===== config.mk =====
export PLATFORM = sky130hd
export DESIGN_NAME = fixed_map_deque
export DESIGN_NICKNAME = d
export VERILOG_FILES = /design/src/hdl/fmd_pkg.sv /design/src/hdl/fixed_map_deque.sv
export SDC_FILE = /design/constraint.sdc
export NUM_CORES = 2
export LEC_CHECK = 0
export BUFFER_PORTS_ARGS = -buffer_cell sky130_fd_sc_hd__buf_2
export CAP_MARGIN = 40
export CORE_MARGIN = 3
export CORE_UTILIZATION = 45
export DETAILED_ROUTE_END_ITERATION = 12
export SLEW_MARGIN = 10
export SYNTH_ARGS = -nofsm -noshare
export SYNTH_HDL_FRONTEND = slang
export SYNTH_SLANG_ARGS = --single-unit

===== constraint.sdc =====
create_clock -name aclk -period 7.41 [get_ports aclk]
set_input_delay 2.223 -clock aclk [delete_from_list [all_inputs] [get_ports aclk]]
set_output_delay 2.223 -clock aclk [all_outputs]
set_load 0.1 [all_outputs]

===== src/hdl/fmd_pkg.sv =====
// Shared types and constants for the fixed-map deque.
`timescale 1ns / 1ps

package fmd_pkg;

    localparam int CMD_W    = 3;
    localparam int VALUE_W  = 32;
    localparam int INDEX_W  = 7;
    localparam int COUNT_W  = 7;
    localparam int STATUS_W = 2;

    typedef enum logic [CMD_W-1:0] {
        CMD_PUSH_BACK  = 3'd0,
        CMD_PUSH_FRONT = 3'd1,
        CMD_POP_BACK   = 3'd2,
        CMD_POP_FRONT  = 3'd3,
        CMD_READ_INDEX = 3'd4,
        CMD_WRITE_INDEX = 3'd5
    } cmd_t;

    typedef enum logic [STATUS_W-1:0] {
        ST_OK        = 2'd0,
        ST_PUSH_DROP = 2'd1,
        ST_POP_EMPTY = 2'd2,
        ST_INDEX_OOR = 2'd3
    } status_t;

    // Where the result word comes from: the store read port or the held word.
    typedef enum logic {
        SRC_HELD  = 1'b0,
        SRC_STORE = 1'b1
    } data_src_t;

endpackage


===== src/hdl/fixed_map_deque.sv =====
// Fixed-map double-ended queue: one command per beat, one result per beat.
`timescale 1ns / 1ps

// Channel  Ports                                   Direction
// s_       s_valid s_ready s_command s_value s_index  command in
// m_       m_valid m_ready m_data m_count m_status    result out
//
// One command per cycle while results flow; each result shows in the cycle after
// its command beat, out of the result register and the store's registered read port.
// Pointers, error cell and store update at the command beat, so the next
// command sees them at once. Reset empties the deque (both ends at the
// centre slot) and clears the error cell; the store is not cleared.
// A stalled result holds its register and blocks new commands until taken.
module fixed_map_deque #(
    parameter int BLOCK_COUNT = 11,
    parameter int BLOCK_SIZE  = 10,
    parameter int DATA_WIDTH  = 32
) (
    input  logic                              aclk,
    input  logic                              aresetn,
    input  logic                              s_valid,
    output logic                              s_ready,
    input  logic [fmd_pkg::CMD_W-1:0]         s_command,
    input  logic signed [fmd_pkg::VALUE_W-1:0] s_value,
    input  logic [fmd_pkg::INDEX_W-1:0]       s_index,
    output logic                              m_valid,
    input  logic                              m_ready,
    output logic signed [fmd_pkg::VALUE_W-1:0] m_data,
    output logic [fmd_pkg::COUNT_W-1:0]       m_count,
    output logic [fmd_pkg::STATUS_W-1:0]      m_status
);

    localparam int SLOT_TOTAL  = BLOCK_COUNT * BLOCK_SIZE;
    localparam int CENTRE_SLOT = (BLOCK_COUNT / 2) * BLOCK_SIZE + BLOCK_SIZE / 2;
    localparam int PTR_W       = $clog2(SLOT_TOTAL + 1);
    localparam int ADDR_W      = $clog2(SLOT_TOTAL);
    localparam int CMP_W       = (PTR_W > fmd_pkg::INDEX_W) ? PTR_W : fmd_pkg::INDEX_W;
    localparam int WIDE_W      = (CMP_W > fmd_pkg::COUNT_W) ? CMP_W : fmd_pkg::COUNT_W;

    // Storage
    logic [DATA_WIDTH-1:0] mem [SLOT_TOTAL];
    logic [DATA_WIDTH-1:0] mem_rd_reg;

    // Control and result registers
    logic [PTR_W-1:0]            head_reg, head_next;
    logic [PTR_W-1:0]            tail_reg, tail_next;
    logic [DATA_WIDTH-1:0]       err_reg, err_next;
    logic                        valid_reg;
    logic [DATA_WIDTH-1:0]       word_reg, word_next;
    fmd_pkg::data_src_t          src_reg, src_next;
    logic [fmd_pkg::COUNT_W-1:0] count_reg, count_next;
    fmd_pkg::status_t            status_reg, status_next;

    logic                        accept;
    logic                        wr_en, rd_en;
    logic [ADDR_W-1:0]           wr_addr, rd_addr;
    logic [DATA_WIDTH-1:0]       val_word;
    logic [PTR_W-1:0]            cnt;
    logic [CMP_W-1:0]            idx_wide, cnt_wide;
    logic                        idx_ok;
    logic [PTR_W-1:0]            idx_addr;
    logic [WIDE_W-1:0]           cnt_next_wide;
    logic [DATA_WIDTH-1:0]       out_word;

    assign accept  = s_valid && s_ready;
    assign s_ready = !valid_reg || m_ready;

    // Fit the incoming value to the store width
    generate
        if (DATA_WIDTH >= fmd_pkg::VALUE_W) begin : g_val_wide
            assign val_word = DATA_WIDTH'($unsigned(s_value));
        end else begin : g_val_narrow
            assign val_word = s_value[DATA_WIDTH-1:0];
        end
    endgenerate

    assign cnt      = tail_reg - head_reg;
    assign idx_wide = CMP_W'(s_index);
    assign cnt_wide = CMP_W'(cnt);
    assign idx_ok   = idx_wide < cnt_wide;
    assign idx_addr = head_reg + PTR_W'(s_index);

    always_comb begin
        head_next   = head_reg;
        tail_next   = tail_reg;
        err_next    = err_reg;
        wr_en       = 1'b0;
        rd_en       = 1'b0;
        wr_addr     = '0;
        rd_addr     = '0;
        word_next   = '0;
        src_next    = fmd_pkg::SRC_HELD;
        status_next = fmd_pkg::ST_OK;
        unique case (s_command)
            fmd_pkg::CMD_PUSH_BACK: begin
                if (tail_reg < PTR_W'(SLOT_TOTAL)) begin
                    wr_en     = 1'b1;
                    wr_addr   = tail_reg[ADDR_W-1:0];
                    tail_next = tail_reg + 1'b1;
                end else begin
                    status_next = fmd_pkg::ST_PUSH_DROP;
                end
            end
            fmd_pkg::CMD_PUSH_FRONT: begin
                if (head_reg != '0) begin
                    wr_en     = 1'b1;
                    head_next = head_reg - 1'b1;
                    wr_addr   = head_next[ADDR_W-1:0];
                end else begin
                    status_next = fmd_pkg::ST_PUSH_DROP;
                end
            end
            fmd_pkg::CMD_POP_BACK: begin
                if (cnt != '0) begin
                    rd_en     = 1'b1;
                    tail_next = tail_reg - 1'b1;
                    rd_addr   = tail_next[ADDR_W-1:0];
                    src_next  = fmd_pkg::SRC_STORE;
                end else begin
                    word_next   = err_reg;
                    status_next = fmd_pkg::ST_POP_EMPTY;
                end
            end
            fmd_pkg::CMD_POP_FRONT: begin
                if (cnt != '0) begin
                    rd_en     = 1'b1;
                    rd_addr   = head_reg[ADDR_W-1:0];
                    head_next = head_reg + 1'b1;
                    src_next  = fmd_pkg::SRC_STORE;
                end else begin
                    word_next   = err_reg;
                    status_next = fmd_pkg::ST_POP_EMPTY;
                end
            end
            fmd_pkg::CMD_READ_INDEX: begin
                if (idx_ok) begin
                    rd_en    = 1'b1;
                    rd_addr  = idx_addr[ADDR_W-1:0];
                    src_next = fmd_pkg::SRC_STORE;
                end else begin
                    word_next   = err_reg;
                    status_next = fmd_pkg::ST_INDEX_OOR;
                end
            end
            fmd_pkg::CMD_WRITE_INDEX: begin
                word_next = val_word;
                if (idx_ok) begin
                    wr_en   = 1'b1;
                    wr_addr = idx_addr[ADDR_W-1:0];
                end else begin
                    err_next    = val_word;
                    status_next = fmd_pkg::ST_INDEX_OOR;
                end
            end
            default: begin
                // unused commands: no change, zero data
            end
        endcase
        cnt_next_wide = WIDE_W'(tail_next - head_next);
        count_next    = cnt_next_wide[fmd_pkg::COUNT_W-1:0];
    end

    // Store write and registered read, both at the command beat
    always_ff @(posedge aclk) begin
        if (accept && wr_en) begin
            mem[wr_addr] <= val_word;
        end
        if (accept && rd_en) begin
            mem_rd_reg <= mem[rd_addr];
        end
    end

    always_ff @(posedge aclk) begin
        if (!aresetn) begin
            head_reg  <= PTR_W'(CENTRE_SLOT);
            tail_reg  <= PTR_W'(CENTRE_SLOT);
            err_reg   <= '0;
            valid_reg <= 1'b0;
        end else begin
            if (accept) begin
                head_reg  <= head_next;
                tail_reg  <= tail_next;
                err_reg   <= err_next;
                valid_reg <= 1'b1;
            end else if (m_ready) begin
                valid_reg <= 1'b0;
            end
        end
    end

    always_ff @(posedge aclk) begin
        if (accept) begin
            word_reg   <= word_next;
            src_reg    <= src_next;
            count_reg  <= count_next;
            status_reg <= status_next;
        end
    end

    assign out_word = (src_reg == fmd_pkg::SRC_STORE) ? mem_rd_reg : word_reg;

    // Sign-extend a narrower store word, or cut a wider one, to the port width
    generate
        if (DATA_WIDTH >= fmd_pkg::VALUE_W) begin : g_out_wide
            assign m_data = out_word[fmd_pkg::VALUE_W-1:0];
        end else begin : g_out_narrow
            assign m_data = {{(fmd_pkg::VALUE_W - DATA_WIDTH){out_word[DATA_WIDTH-1]}},
                             out_word};
        end
    endgenerate

    assign m_valid  = valid_reg;
    assign m_count  = count_reg;
    assign m_status = status_reg;

endmodule


==> run metrics <==
status=completed; share of the yosys chip area belonging to registers=about three quarters; Lkg Pwr=53.27 nW; Die Ht=roughly 570 um; H-tree depth=5; Hold Vio Cnt, Final=0; Largest Register=mem; Netlist cell types=between 70 and 80; Starting Density=45.26%; Boundary Pins=89; CTS buffer count=375; layout cells sized above 1=23.95%; antenna violations before repair=29; Port Buffers=88; CP Data Arrival Time=7.76 ns; HP Start=err_reg[3]; Max VDD drop=196.2 uV; Final setup viols=0; num rows=206; XOR/XNOR share of the synthesized area=0.1780%; Syn Area/Cell=slightly below 20 um2; Max Slew Vio Count=0; Clock Path Buffers=4; core area=0.3152 mm2; clk_lat worst skew=0.95 ns; EDFF count, synth=between 3,000 and 4,000; Yosys top cell area share=~76%; gr usage total=between 20 and 25%; largest family of logic cells by synthesized area=multiplexers; placed cell areas=0.1524 mm2; commonest cells in the netlist=edfxtp_1, nand2_1, mux4_2; post-route setup slack=between 0.2 and 0.3 ns; Final Util=52.29%; # placed instances=11,650; Worst-Margin Slew=1.021 ns; CP max FO=21; Cell Count, Final, Fillers Out=12,350; Hold Buf Count CTS=0; post-synthesis mux area share=13.48%; CP Capture Type=register; most frequent cell after synthesis=edfxtp_1; CTS tree=built; adder-cell share of the synthesized area=0.3578%; Final GP Congestion=roughly 0.9; DR WL/cell=32.92 um; DRC=0; Synth Area in Simple Gates=between 4 and 5%; cell taking the most area after synthesis=edfxtp_1; Final nets=7,969; Initial DRC Count=10,480; gr ovfl total=0; Final Hold Slack=0.4665 ns; asr flop ratio synth=0%; post-synthesis cell area=0.1427 mm2; DRT Pass-1 Iters=6; first-pass GRT wire length=573,700 um; Layout Area Growth over Synthesis=15.55%; Tcrit/Tclk final=96.01%; fmax=approximately 140 MHz; most common flop cell mapped by yosys=edfxtp_1; RSZ-0062 raised after global routing=no; die width=569.1 um; pre-CTS setup slack=-0.5014 ns; max-cap violation count=0; yosys warns=0; FILL cells=24,680; die area=approximately 0.32 mm2; Slew headroom=31.65%; CP Class=reg2reg; largest net degree at the start of global routing=97; #FFs+latches synth=3,641; Tmin final=7.114 ns; Synth Net Count=roughly 7,500; Finished Cell Area=approximately 0.16 mm2; vias in the first global route=75,160; Tot Pwr=47.46 mW; CTS clk-pin slew, worst paths=around 0.060 ns; max FFs per register=3,520; area fraction in compound gates after synthesis=under 10%; clk_skew=around 0.05 ns; FF-to-FF Start=tail_reg[0]; Setup TNS=0 ns; crit start category=register; Post-Syn Instances=approximately 7,400; cell area power density=287.9 mW/mm2; Critical Path Source=tail_reg[0]; CTS sink cnt=3,641; Detailed Place HPWL=234,600 um; min-delay worst type=reg2reg; antenna viol nets, final=0; synth top area cells=edfxtp_1, mux4_2, mux2i_1; vias per cell=6.225; Root Buffer Master=clkbuf_16; Crit path required time=8.06 ns; vias=76,900; final wirelength=406,700 um
==> final timing paths <==
path / to / slack [ns] / depth (start not counted)
max: mem_rd_reg[6] / 0.30 / 21
min: err_reg[3] / 0.47 / 2
max reg2reg: mem_rd_reg[6] / 0.30 / 21
min reg2reg: err_reg[3] / 0.47 / 2
==> metal layers <==
metal / vias to the layer above / GRT usage, % / part of all wire (%)
li1: 31160 / - / -
met1: 41170 / 36.20 / 40
met2: 3953 / 38.15 / 46
met3: 612 / 4.691 / 9.7
met4: 2 / 7.686 / 3.5
met5: - / 0 / 0.0032
==> cell families after synthesis <==
family | after synthesis
xor gates and xnor gates | 29
AOI/OAI and AO/OA | 835
buffers and inverters | 481
DFF | 3641
and+or+nand+nor | 1332
adders and majority gates | 39
muxes | 1060
==> worst max-delay path, cell delays in order (launching register included) <==
cell and delay (ns):
dfxtp_1 0.46, inv_1 0.19, ha_1 0.25, fa_1 0.41, xor2_1 0.26, nand4_1 0.14
mux2_2 0.30, nor4b_2 0.39, buf_4 0.24, and2_1 0.17, inv_2 0.12, ha_1 0.21
mux2i_1 0.33, o32a_2 0.30, buf_12 0.25, buf_4 0.34, buf_4 0.44, mux4_1 0.61
a211o_1 0.31, a221oi_2 0.42, nand3b_1 0.43, o311ai_1 0.18
==> power breakdown <==
part / total [mW] / internal (mW) / switching (mW)
clock: 18.6 / 10.7 / 7.93
combinational: 6.11 / 2.12 / 3.99
sequential: 22.8 / 22.7 / 0.0433
total: 47.5 / 35.5 / 12.0
==> cell type report <==
class	count	area, um2	area share (%)
Inverter	23	86.33	0.05237
Clock buffer	447	9728	5.901
Tap cell	4160	5205	3.158
Clock inverter	231	2387	1.448
Sequential cell	3641	108900	66.04
Multi-Input combinational cell	3295	32720	19.85
Timing Repair Buffer	548	5836	3.540
Antenna cell	8	20.02	0.01214
==> cells in the final DEF, fill, tap and decap left out, types with 11 or more instances in the layout <==
master,Yosys,routed
a221oi_1,140,140
clkinv_16,0,11
clkinv_2,0,65
clkbuf_1,283,68
inv_1,22,21
a22oi_1,34,34
o211ai_1,73,73
xnor2_1,18,18
o311ai_1,31,31
a211o_1,33,32
buf_12,0,123
buf_2,113,58
nand2_1,774,766
xor2_1,11,11
nor3_1,14,12
o21a_1,34,33
buf_4,19,350
a221oi_2,20,20
ha_1,36,35
buf_16,0,16
dfxtp_1,47,47
o31ai_1,35,35
nand3_1,202,201
mux2i_1,318,318
o21ai_0,49,49
mux4_2,657,657
clkbuf_16,0,378
o22ai_1,35,35
bufinv_16,0,36
nor2_4,0,111
a21oi_1,243,243
a21boi_0,65,65
mux4_1,20,20
nand3b_1,33,33
nor2_1,187,72
nand4_1,42,42
or3_1,33,33
edfxtp_1,3594,3594
mux2_2,65,65
clkinv_1,0,96
==> what timing repair did <==
item,CTS,global route
pin swaps,0,1
setup endpoints to repair,1,1
resized for setup,1,0
buffers inserted,0,3
hold endpoints to repair,0,0
Power figures use the tool's default switching activity.
